[src/rtl/css_pkg.sv]
// Package for the comment stripper with symbol padding.
// Holds payload structs, scan modes, queue command format and character codes.
// No dependencies.
package css_pkg;

  localparam int LINE_BITS   = 20;
  localparam int COLUMN_BITS = 16;

  localparam logic [7:0] CH_SLASH   = 8'h2F;
  localparam logic [7:0] CH_STAR    = 8'h2A;
  localparam logic [7:0] CH_NEWLINE = 8'h0A;
  localparam logic [7:0] CH_SPACE   = 8'h20;

  typedef struct packed {
    logic [7:0] in_byte;
    logic       end_of_input;
  } in_item_t;

  typedef struct packed {
    logic [7:0]             out_byte;
    logic                   byte_valid;
    logic [1:0]             status;
    logic                   last_of_run;
    logic [LINE_BITS-1:0]   error_line;
    logic [COLUMN_BITS-1:0] error_column;
  } out_item_t;

  typedef enum logic [1:0] {
    ST_BYTE      = 2'd0,
    ST_SLASH_ERR = 2'd1,
    ST_OPEN_ERR  = 2'd2,
    ST_CLEAN     = 2'd3
  } status_t;

  typedef enum logic [2:0] {
    MODE_NORMAL    = 3'd0,
    MODE_SLASH     = 3'd1,
    MODE_LINE      = 3'd2,
    MODE_BLOCK     = 3'd3,
    MODE_STAR      = 3'd4,
    MODE_ERR_SLASH = 3'd5,
    MODE_ERR_OPEN  = 3'd6
  } scan_mode_t;

  typedef enum logic [1:0] {
    CMD_BYTE   = 2'd0,
    CMD_SYMBOL = 2'd1,
    CMD_STATUS = 2'd2
  } cmd_kind_t;

  // One queue entry expands into one to three output transactions.
  typedef struct packed {
    cmd_kind_t              kind;
    logic                   lead_nl;
    logic [7:0]             data;
    status_t                status;
    logic [LINE_BITS-1:0]   line;
    logic [COLUMN_BITS-1:0] column;
  } cmd_t;

endpackage

[src/rtl/css_front.sv]
// Front end: accepts input transactions, runs the comment scanner and
// line/column tracking, and pushes one command per result-producing item.
// Depends on css_pkg.
module css_front (
  input  logic             clk,
  input  logic             rst,
  input  logic             in_valid,
  output logic             in_ready,
  input  css_pkg::in_item_t in_item,
  input  logic             q_ready,
  output logic             push,
  output css_pkg::cmd_t    cmd
);
  import css_pkg::*;

  localparam logic [LINE_BITS-1:0]   LINE_MAX = '1;
  localparam logic [COLUMN_BITS-1:0] COL_MAX  = '1;

  scan_mode_t             mode, mode_next;
  logic [LINE_BITS-1:0]   line_cnt, line_cnt_next;
  logic [COLUMN_BITS-1:0] col_cnt, col_cnt_next;
  logic [COLUMN_BITS-1:0] slash_col, slash_col_next;
  logic                   line_has, line_has_next;
  logic                   accept;
  logic                   produce;
  logic [7:0]             b;

  function automatic logic is_symbol(input logic [7:0] c);
    is_symbol = (c == 8'h7B) || (c == 8'h7D) || (c == 8'h5B) || (c == 8'h5D) ||
                (c == 8'h28) || (c == 8'h29) || (c == 8'h3B) || (c == 8'h2C);
  endfunction

  assign in_ready = q_ready;
  assign accept   = in_valid && in_ready;
  assign push     = accept && produce;
  assign b        = in_item.in_byte;

  always_comb begin
    mode_next      = mode;
    line_cnt_next  = line_cnt;
    col_cnt_next   = col_cnt;
    slash_col_next = slash_col;
    line_has_next  = line_has;
    produce        = 1'b0;
    cmd.kind       = CMD_BYTE;
    cmd.lead_nl    = 1'b0;
    cmd.data       = b;
    cmd.status     = ST_BYTE;
    cmd.line       = '0;
    cmd.column     = '0;
    if (mode == MODE_ERR_SLASH || mode == MODE_ERR_OPEN) begin
      produce    = 1'b1;
      cmd.kind   = CMD_STATUS;
      cmd.status = (mode == MODE_ERR_SLASH) ? ST_SLASH_ERR : ST_OPEN_ERR;
      cmd.line   = line_cnt;
      cmd.column = slash_col;
    end else if (in_item.end_of_input) begin
      produce  = 1'b1;
      cmd.kind = CMD_STATUS;
      if (mode == MODE_SLASH) begin
        mode_next  = MODE_ERR_SLASH;
        cmd.status = ST_SLASH_ERR;
        cmd.line   = line_cnt;
        cmd.column = slash_col;
      end else begin
        cmd.lead_nl = line_has;
        if (mode == MODE_BLOCK || mode == MODE_STAR) begin
          mode_next      = MODE_ERR_OPEN;
          slash_col_next = col_cnt;
          cmd.status     = ST_OPEN_ERR;
          cmd.line       = line_cnt;
          cmd.column     = col_cnt;
        end else begin
          cmd.status     = ST_CLEAN;
          mode_next      = MODE_NORMAL;
          line_cnt_next  = LINE_BITS'(1);
          col_cnt_next   = '0;
          slash_col_next = '0;
          line_has_next  = 1'b0;
        end
      end
    end else if (mode == MODE_SLASH && b != CH_SLASH && b != CH_STAR) begin
      produce    = 1'b1;
      mode_next  = MODE_ERR_SLASH;
      cmd.kind   = CMD_STATUS;
      cmd.status = ST_SLASH_ERR;
      cmd.line   = line_cnt;
      cmd.column = slash_col;
    end else if (b == CH_NEWLINE) begin
      produce = 1'b1;
      if (mode == MODE_LINE) begin
        mode_next = MODE_NORMAL;
      end else if (mode == MODE_STAR) begin
        mode_next = MODE_BLOCK;
      end
      if (line_cnt != LINE_MAX) begin
        line_cnt_next = line_cnt + 1'b1;
      end
      col_cnt_next  = '0;
      line_has_next = 1'b0;
    end else begin
      line_has_next = 1'b1;
      case (mode)
        MODE_NORMAL: begin
          if (b == CH_SLASH) begin
            slash_col_next = col_cnt;
            mode_next      = MODE_SLASH;
          end else begin
            produce  = 1'b1;
            cmd.kind = is_symbol(b) ? CMD_SYMBOL : CMD_BYTE;
          end
        end
        MODE_SLASH: begin
          mode_next = (b == CH_SLASH) ? MODE_LINE : MODE_BLOCK;
        end
        MODE_BLOCK: begin
          if (b == CH_STAR) begin
            mode_next = MODE_STAR;
          end
        end
        MODE_STAR: begin
          if (b == CH_SLASH) begin
            mode_next = MODE_NORMAL;
          end else if (b != CH_STAR) begin
            mode_next = MODE_BLOCK;
          end
        end
        default: begin
        end
      endcase
      if (col_cnt != COL_MAX) begin
        col_cnt_next = col_cnt + 1'b1;
      end
    end
  end

  always_ff @(posedge clk) begin
    if (rst) begin
      mode      <= MODE_NORMAL;
      line_cnt  <= LINE_BITS'(1);
      col_cnt   <= '0;
      slash_col <= '0;
      line_has  <= 1'b0;
    end else if (accept) begin
      mode      <= mode_next;
      line_cnt  <= line_cnt_next;
      col_cnt   <= col_cnt_next;
      slash_col <= slash_col_next;
      line_has  <= line_has_next;
    end
  end

endmodule

[src/rtl/css_fifo.sv]
// Command queue between front and back end of the comment stripper.
// Register-based circular buffer; depends on css_pkg for the entry type.
module css_fifo #(
  parameter int DEPTH = 4
) (
  input  logic          clk,
  input  logic          rst,
  input  logic          push,
  input  css_pkg::cmd_t wr_data,
  output logic          wr_ready,
  input  logic          pop,
  output logic          rd_valid,
  output css_pkg::cmd_t rd_data
);
  import css_pkg::*;

  localparam int PW = (DEPTH > 1) ? $clog2(DEPTH) : 1;
  localparam int CW = $clog2(DEPTH + 1);

  cmd_t          mem [DEPTH];
  logic [PW-1:0] wr_ptr, rd_ptr;
  logic [CW-1:0] count;
  logic          do_push, do_pop;

  assign wr_ready = (count != CW'(DEPTH));
  assign rd_valid = (count != '0);
  assign do_push  = push && wr_ready;
  assign do_pop   = pop && rd_valid;
  assign rd_data  = mem[rd_ptr];

  function automatic logic [PW-1:0] wrap_inc(input logic [PW-1:0] p);
    wrap_inc = (p == PW'(DEPTH - 1)) ? '0 : p + 1'b1;
  endfunction

  always_ff @(posedge clk) begin
    if (do_push) begin
      mem[wr_ptr] <= wr_data;
    end
  end

  always_ff @(posedge clk) begin
    if (rst) begin
      wr_ptr <= '0;
      rd_ptr <= '0;
      count  <= '0;
    end else begin
      if (do_push) begin
        wr_ptr <= wrap_inc(wr_ptr);
      end
      if (do_pop) begin
        rd_ptr <= wrap_inc(rd_ptr);
      end
      if (do_push && !do_pop) begin
        count <= count + 1'b1;
      end else if (do_pop && !do_push) begin
        count <= count - 1'b1;
      end
    end
  end

endmodule

[src/rtl/css_back.sv]
// Back end: takes commands from the queue into a working register and
// expands each into its output transactions. Depends on css_pkg.
module css_back (
  input  logic               clk,
  input  logic               rst,
  input  logic               q_valid,
  input  css_pkg::cmd_t      q_data,
  output logic               q_pop,
  output logic               out_valid,
  input  logic               out_ready,
  output css_pkg::out_item_t out_item
);
  import css_pkg::*;

  cmd_t       cur;
  logic       cur_valid;
  logic [1:0] beat;
  logic [1:0] last_beat;
  logic       is_last;
  logic       out_fire;
  logic       load;

  always_comb begin
    case (cur.kind)
      CMD_SYMBOL: last_beat = 2'd2;
      CMD_STATUS: last_beat = cur.lead_nl ? 2'd1 : 2'd0;
      default:    last_beat = 2'd0;
    endcase
  end

  assign is_last   = (beat == last_beat);
  assign out_valid = cur_valid;
  assign out_fire  = out_valid && out_ready;
  assign load      = q_valid && (!cur_valid || (out_fire && is_last));
  assign q_pop     = load;

  always_comb begin
    out_item.out_byte     = cur.data;
    out_item.byte_valid   = 1'b1;
    out_item.status       = ST_BYTE;
    out_item.last_of_run  = is_last;
    out_item.error_line   = '0;
    out_item.error_column = '0;
    case (cur.kind)
      CMD_SYMBOL: begin
        if (beat != 2'd1) begin
          out_item.out_byte = CH_SPACE;
        end
      end
      CMD_STATUS: begin
        if (cur.lead_nl && beat == 2'd0) begin
          out_item.out_byte = CH_NEWLINE;
        end else begin
          out_item.out_byte     = '0;
          out_item.byte_valid   = 1'b0;
          out_item.status       = cur.status;
          out_item.error_line   = cur.line;
          out_item.error_column = cur.column;
        end
      end
      default: begin
      end
    endcase
  end

  always_ff @(posedge clk) begin
    if (load) begin
      cur <= q_data;
    end
  end

  always_ff @(posedge clk) begin
    if (rst) begin
      cur_valid <= 1'b0;
      beat      <= '0;
    end else if (load) begin
      cur_valid <= 1'b1;
      beat      <= '0;
    end else if (out_fire) begin
      if (is_last) begin
        cur_valid <= 1'b0;
        beat      <= '0;
      end else begin
        beat <= beat + 1'b1;
      end
    end
  end

endmodule

[src/rtl/comment_strip_symbol_pad.sv]
// Top level of the comment stripper with symbol padding.
// Instantiates css_front, css_fifo and css_back; depends on css_pkg.
//
// Usage:
//   Input channel (in_valid/in_ready/in_item) carries one text byte per
//   transaction, or an end-of-input marker. Output channel
//   (out_valid/out_ready/out_item) carries output bytes and status results;
//   last_of_run marks the final result caused by one input transaction.
//   An accepted item passes the command queue and the back end's working
//   register before its first result. Throughput: one input transaction per
//   cycle while the queue has room. A plain byte or newline yields one output
//   transaction, a padded symbol three, an end of input one or two; bytes in
//   comments, newlines apart, yield none. The rate is set by the back end,
//   which emits one output transaction per cycle while out_ready is high;
//   the command queue of QUEUE_DEPTH entries absorbs the bursts. When the
//   receiver stalls, the queue fills and in_ready drops once it is full;
//   nothing is lost. Reset (rst, synchronous) returns the scanner to normal
//   text at line one, column zero, clears any sticky error and empties the
//   queue. A clean end of input also returns the scanner to that state.
module comment_strip_symbol_pad #(
  parameter int QUEUE_DEPTH = 4
) (
  input  logic               clk,
  input  logic               rst,
  input  logic               in_valid,
  output logic               in_ready,
  input  css_pkg::in_item_t  in_item,
  output logic               out_valid,
  input  logic               out_ready,
  output css_pkg::out_item_t out_item
);
  import css_pkg::*;

  logic push, q_ready, q_valid, q_pop;
  cmd_t wr_cmd, rd_cmd;

  css_front u_front (
    .clk      (clk),
    .rst      (rst),
    .in_valid (in_valid),
    .in_ready (in_ready),
    .in_item  (in_item),
    .q_ready  (q_ready),
    .push     (push),
    .cmd      (wr_cmd)
  );

  css_fifo #(
    .DEPTH (QUEUE_DEPTH)
  ) u_fifo (
    .clk      (clk),
    .rst      (rst),
    .push     (push),
    .wr_data  (wr_cmd),
    .wr_ready (q_ready),
    .pop      (q_pop),
    .rd_valid (q_valid),
    .rd_data  (rd_cmd)
  );

  css_back u_back (
    .clk       (clk),
    .rst       (rst),
    .q_valid   (q_valid),
    .q_data    (rd_cmd),
    .q_pop     (q_pop),
    .out_valid (out_valid),
    .out_ready (out_ready),
    .out_item  (out_item)
  );

endmodule

[config.mk]
export PLATFORM = sky130hd
export DESIGN_NAME = comment_strip_symbol_pad
export DESIGN_NICKNAME = d
export VERILOG_FILES = /design/src/rtl/css_pkg.sv /design/src/rtl/css_front.sv /design/src/rtl/css_fifo.sv /design/src/rtl/css_back.sv /design/src/rtl/comment_strip_symbol_pad.sv
export SDC_FILE = /design/constraint.sdc
export NUM_CORES = 1
export LEC_CHECK = 0
export BUFFER_PORTS_ARGS = -buffer_cell sky130_fd_sc_hd__buf_2
export CORE_ASPECT_RATIO = 0.9
export CORE_MARGIN = 5
export CORE_UTILIZATION = 50
export DETAILED_ROUTE_END_ITERATION = 7
export GPL_TIMING_DRIVEN = 0
export PLACE_DENSITY = 0.68
export SYNTH_ARGS = -nofsm -noshare
export SYNTH_HDL_FRONTEND = slang
export SYNTH_SLANG_ARGS = --single-unit
[constraint.sdc]
create_clock -name clk -period 11.25 [get_ports clk]
set_input_delay 2.25 -clock clk [delete_from_list [all_inputs] [get_ports clk]]
set_output_delay 2.25 -clock clk [all_outputs]
set_load 0.02 [all_outputs]
-- Word level (Yosys, flattened, before mapping)
Memories as Yosys holds them, arrays and structs flattened. A register that Yosys moved wholly into a read port is not among the register bits.
Index checks and enable logic that the tools add are counted.
- bits in registers: 66
- latch bits: 0
- memory bits (writable): 196
- bits in read-only memories: 0
- input bits: 13
- output and inout port bits: 50
- memories kept: 1
- add/sub/neg operators: 7
- $mul: 0
- div/mod/pow operators: 0
- $lt $le $gt $ge: 0
- equal/unequal tests: 36
- shifts and indexed selects: 0
- mux-type cells: 77
- bitwise operators: 1
- reductions and logical operators: 44
- memories (memory ; words ; width ; read ports ; clocked after memory_dff ; write ports ; RTL line ; RTL):
    u_fifo.mem ; 4 ; 49 ; 1 ; 1 ; 1 ; css_fifo.sv:20 ; cmd_t mem [DEPTH];
- operator list (kind ; number):
    16-bit 2-to-1 mux ; 11
    20-bit 2-to-1 mux ; 6
    38-bit 2-to-1 mux ; 3
    36-bit 2-to-1 mux ; 3
    8-bit by 6-bit equality test with 1-bit output (second input constant) ; 6
    3-bit 2-to-1 mux ; 15
    37-bit 2-to-1 mux ; 1
    8-bit by 7-bit equality test with 1-bit output (second input constant) ; 4
    1-bit 2-to-1 mux ; 23
    7-bit AND reduction ; 3
    20-bit by 1-bit adder with 20-bit output (second input constant) ; 1
    2-bit 2-to-1 mux ; 10
    20-bit != test (second input constant) ; 1
    16-bit by 1-bit adder with 16-bit output (second input constant) ; 1
    16-bit != test (second input constant) ; 1
    8-bit by 6-bit != test with 1-bit output (second input constant) ; 2
    8-bit one-hot mux with 2 select lines ; 1
    2-bit nonzero test ; 7
    1-bit logical AND ; 12
    3-bit one-hot mux with 4 select lines ; 1
    1-bit logical OR ; 10
    5-bit AND reduction ; 2
    3-bit equality test (second input constant) ; 3
    8-bit by 4-bit equality test with 1-bit output (second input constant) ; 1
    26 further kinds ; 37

-- Longest topological paths before layout
- word-level depth: 15
- gate-level depth with buffers: 13
- mapped depth without buffers: 13

-- Cells and area by module
Synthesis repeated with hierarchy kept, for this count alone.
- cell total of the unflattened synthesis: 915
- area total of the unflattened synthesis: 13186.4 µm²
- by module, submodules not included (module ; instances ; cells each ; area an instance (µm²) ; sequential area each (µm²)):
    css_fifo ; 1 ; 304 ; 7551.0 ; 6065.8
    css_front ; 1 ; 476 ; 3545.9 ; 1121.1
    css_back ; 1 ; 135 ; 2089.5 ; 1531.5

-- Worst setup path after synthesis
OpenSTA, ideal clock, no wires.
- kind: input to register
- start point: input out_ready
- end point: register u_fifo.count[2]
- setup time: 0.070 ns
- data arrival time: 6.200 ns
- data required time: 11.180 ns
- path slack: 4.979 ns
- cell stages on the path: 9
- cells stage by stage: nand2_1 a21oi_1 inv_1 ha_1 inv_1 fa_1 xor2_1 or3_1 a21oi_1
- cells in the longest elaborated chain, start to end: 8
- elaborated cells between the ends (all ways): 10
- classes of those cells: mux (1); reduce/logical (9)
- RTL lines (what ; RTL line ; RTL):
    start: declaration ; comment_strip_symbol_pad.sv:29 ; input logic out_ready,
    1-bit logical AND * ; css_back.sv:33 ; assign out_fire = out_valid && out_ready;
    1-bit logical AND * ; css_back.sv:34 ; assign load = q_valid && (!cur_valid || (out_fire && is_last));
    1-bit logical OR * ; css_back.sv:34 ;
    1-bit logical AND * ; css_back.sv:34 ;
    via q_pop ; comment_strip_symbol_pad.sv:34 ; logic push, q_ready, q_valid, q_pop;
    1-bit logical AND * ; css_fifo.sv:28 ; assign do_pop = pop && rd_valid;
    1-bit zero test ; css_fifo.sv:53 ; if (do_push && !do_pop) begin
    1-bit logical AND ; css_fifo.sv:53 ;
    3-bit 2-to-1 mux / 2-bit nonzero test (equally long branches) ; n/a ;
    end signal: assignment ; css_fifo.sv:54 ; count <= count + 1'b1;
    end signal: assignment ; css_fifo.sv:56 ; count <= count - 1'b1;
    end: declaration ; css_fifo.sv:22 ; logic [CW-1:0] count;
The timed path passes the listed nets; every way through them passes the cells marked *.
A chain may end at the register's enable or synchronous reset.

==> flow_metrics.py <==
metrics = {
    "min_path": {
        "hold-path-endpoint": "u_front.slash_col[10]",
        "hold-path-cell-count": 2,
        "holdCritPathClass": "reg2reg",
        "hold_start": "u_front.slash_col[10]",
    },
    "global_routing": {
        "grtUsageMet3": 0.0291,
        "first_global_vias": 7550,
        "grt_busiest_layer": "met2",
        "grt_use_total": 0.184,
        "grt_max_degree": 50,
        "grt_util_met1": 0.261,
        "grt_antenna_before_repair": 1,
        "use_met2": 0.293,
        "grt_first_pass_wirelength_um": 41700,
        "global_route_congestion_overflow_total": 0,
    },
    "sta": {
        "min_period_ns": 5.48,
        "setup_tns_ns": 0,
        "max_freq_ghz": 0.182,
        "hold_viol_final": 0,
        "final-setup-viol-count": 0,
        "worst-slew-pin-transition_ns": 0.949,
        "clock_skew_ns": 0.00883,
        "rsz0062_at_grt": "false",
        "finalCritPeriodShare": 0.487,
        "report.final.slew_viol_count": 0,
        "hold_ws_ns": 0.468,
        "worst_slew_margin_rel": 0.367,
    },
    "floorplan": {
        "initial_core_util": 0.509,
        "die_y_um": 162,
        "die_width_um": 179,
        "floorplan.die_area_um2": 29000,
        "core_area_um2": 25300,
        "io_pins": 63,
        "placement_rows": 55,
    },
    "routing": {
        "vias_per_cell": 5.64,
        "detail_route.iter0.violations": 686,
        "detail_routed_net_length_per_standard_cell_um": 19.4,
        "drt_drc_violations_left": 0,
        "drt.antenna.violating_nets": 0,
        "detail_route.first_pass.iterations": 5,
        "via_count": 7569,
        "wirelength_um": 26100,
    },
    "setup_path": {
        "timing.critical_path.fanout_max": 10,
        "worst_r2r_startpoint": "u_front.mode[2]",
        "timing_worst_setup_path_type": "reg2out",
        "critPathLaunchType": "register",
        "r2r_slack_ns": 7.66,
        "timing.critical_path.arrival_ns": 3.23,
        "crit-reg2reg-capture": "u_fifo.count[2]",
        "timing.critical_path.required_ns": 9.00,
        "cp-end-kind": "primary output",
        "r2r.worst_path.cells": 10,
    },
    "clock_tree": {
        "cts.root.buffer_cell": "clkbuf_16",
        "clkSlewWorstSetupHoldPaths_ns": 0.06,
        "post_cts_resized": 0,
        "post_cts_setup_buffers": 0,
        "clock_insertion_delay_worst_skew_ns": 0.56,
        "clockBufferDepth": 3,
        "tritoncts": "done",
        "cts_num_sinks": 311,
        "cts_max_level": 1,
        "cts-buffers-inserted": 31,
        "cts-hold-fix-buffers": 0,
    },
    "synth": {
        "synth_area_leader_cell": "edfxtp_1",
        "yosys.cell_types.count": 63,
        "synth_nets": 907,
        "postSynthCellCount": 881,
        "synthArstFlopShare": 0,
        "synth.avg_cell_area_um2": 14.6,
        "synth_sequential_area_ratio": 0.675,
        "post_synth_instance_area_um2": 12900,
        "synth_common_cells": "edfxtp_1 (245), and2_1 (66), dfxtp_1 (66)",
        "yosys_register_bits": 311,
        "yosys.cell_count.top_type": "edfxtp_1",
        "synth_top_area_share": 0.572,
        "syn_warnings": 0,
        "synth_enable_flop_cells": 245,
        "dominantRegCellSynth": "edfxtp_1",
        "synth.area.top_cells": "edfxtp_1 (57%), dfxtp_1 (10%), mux4_2 (8.6%)",
    },
    "final_layout": {
        "layout_net_count": 1002,
        "layout_cells_sized_above_1": 0.178,
        "n_antenna_cell": 0,
        "area_growth_syn_to_layout_pct": 14.1,
        "stdcell_area_um2": 14700,
    },
    "outcome": {
        "outcome": "finished clean",
    },
    "flow_run": {
        "cap_viol_max_count": 0,
    },
    "placement": {
        "gpl.final_weighted_congestion": 0.864,
        "dp_hpwl_um": 16600,
        "io_buffers": 60,
        "placed_area_um2": 13700,
    },
    "power_and_ir_drop": {
        "power-per-cell-area_nw_per_um2": 238,
        "total_leakage_power_nw": 4.99,
        "p_int_mw": 2.45,
        "pwr-share-clk": 0.292,
        "combinationalPowerShare": 0.262,
        "switching_component_of_the_power_mw": 1.04,
        "power.share.sequential": 0.446,
        "ir_worst_vdd_mv": 0.139,
        "switching_share": 0.298,
    },
}
==> placed cells by master, fill, tap and decap left out, types with 26 or more instances in the layout <==
cell,synthesis,routed
and2_1,66,62
dfxtp_1,66,66
nand3_1,38,38
buf_2,5,65
mux4_2,49,49
nor2_1,44,44
edfxtp_1,245,245
clkbuf_1,34,41
a21oi_1,49,48
o21ai_0,26,26
nand2_1,39,39
clkbuf_16,0,31
==> through the flow <==
stage	cells	utilization	power, mW	setup slack [ns]
CTS	1343	0.581	3.53	5.61
detailed placement	1285	0.541	2.51	5.72
finish	1343	0.581	3.49	5.77
global placement	1283	0.538	2.49	3.16
global route	1343	0.581	3.67	5.58
floorplan	881	-	2.20	4.98
==> logic make-up after synthesis <==
family / after synthesis / synth area share
multiplexers: 55 / 0.0905
buffers and inverters: 67 / 0.0203
AND/OR/NAND/NOR: 280 / 0.120
AO/OA/AOI/OAI: 141 / 0.0717
XOR/XNOR: 14 / 0.00953
flip-flops: 311 / 0.675
adder cells (fa/ha/maj): 13 / 0.0132
==> power by group through the flow <==
| stage | registers (mW) | clock network (mW) | logic (mW) |
|---|---|---|---|
| after CTS | 1.56 | 1.04 | 0.935 |
| final | 1.55 | 1.02 | 0.916 |
| after global routing | 1.57 | 1.09 | 1.00 |
| after floorplan | 1.57 | 0 | 0.628 |
| after detailed placement | 1.58 | 0 | 0.933 |
| after global placement | 1.60 | 0 | 0.891 |
==> routing by layer <==
layer,vias up,share of wire,wire (µm)
li1,3576,-,-
met1,3755,0.45,11600
met2,176,0.47,12300
met3,60,0.048,1260
met4,2,0.033,852
met5,-,0.00027,7
==> state kept, by name, summed over array words and instances (netlist names) <==
name and count:
u_fifo.wr_ptr 2, u_fifo.count 3, u_front.line_cnt 20, u_fifo.mem 196, u_back.beat 2, u_front.line_has 1, u_front.slash_col 16, u_back.out_valid 1
u_back.cur 49, u_front.col_cnt 16, u_front.mode 3, u_fifo.rd_ptr 2
==> worst max path at each step <==
stage | from | endpoint | slack (ns) | cells past startpoint
3_5_place_dp | in_item[3] | u_fifo.count[2] | 5.72 | 12
6_report | u_back.beat[0] | out_item[30] | 5.77 | 7
2_1_floorplan | out_ready | u_fifo.count[2] | 4.98 | 9
5_1_grt | u_back.beat[0] | out_item[30] | 5.58 | 7
3_3_place_gp | out_ready | u_fifo.count[2] | 3.16 | 10
4_1_cts | u_back.beat[0] | out_item[30] | 5.61 | 7
==> cell type report <==
cell class | instances | area [µm²]
Fill cell | 1991 | 10600
Clock buffer | 42 | 857
Timing Repair Buffer | 62 | 340
Buffer | 48 | 190
Sequential cell | 311 | 8680
Inverter | 19 | 71.3
Multi-Input combinational cell | 503 | 3950
Clock inverter | 16 | 166
Tap cell | 342 | 428
==> worst max-delay path, stage by stage, from the launching register on <==
cell and delay, ns:
dfxtp_1 0.43, inv_1 0.07, ha_1 0.22, a21boi_0 0.43, clkbuf_1 0.63, clkbuf_1 0.52, and2_1 0.21, buf_2 0.16
No activity file was read; power rests on OpenSTA's default activity.
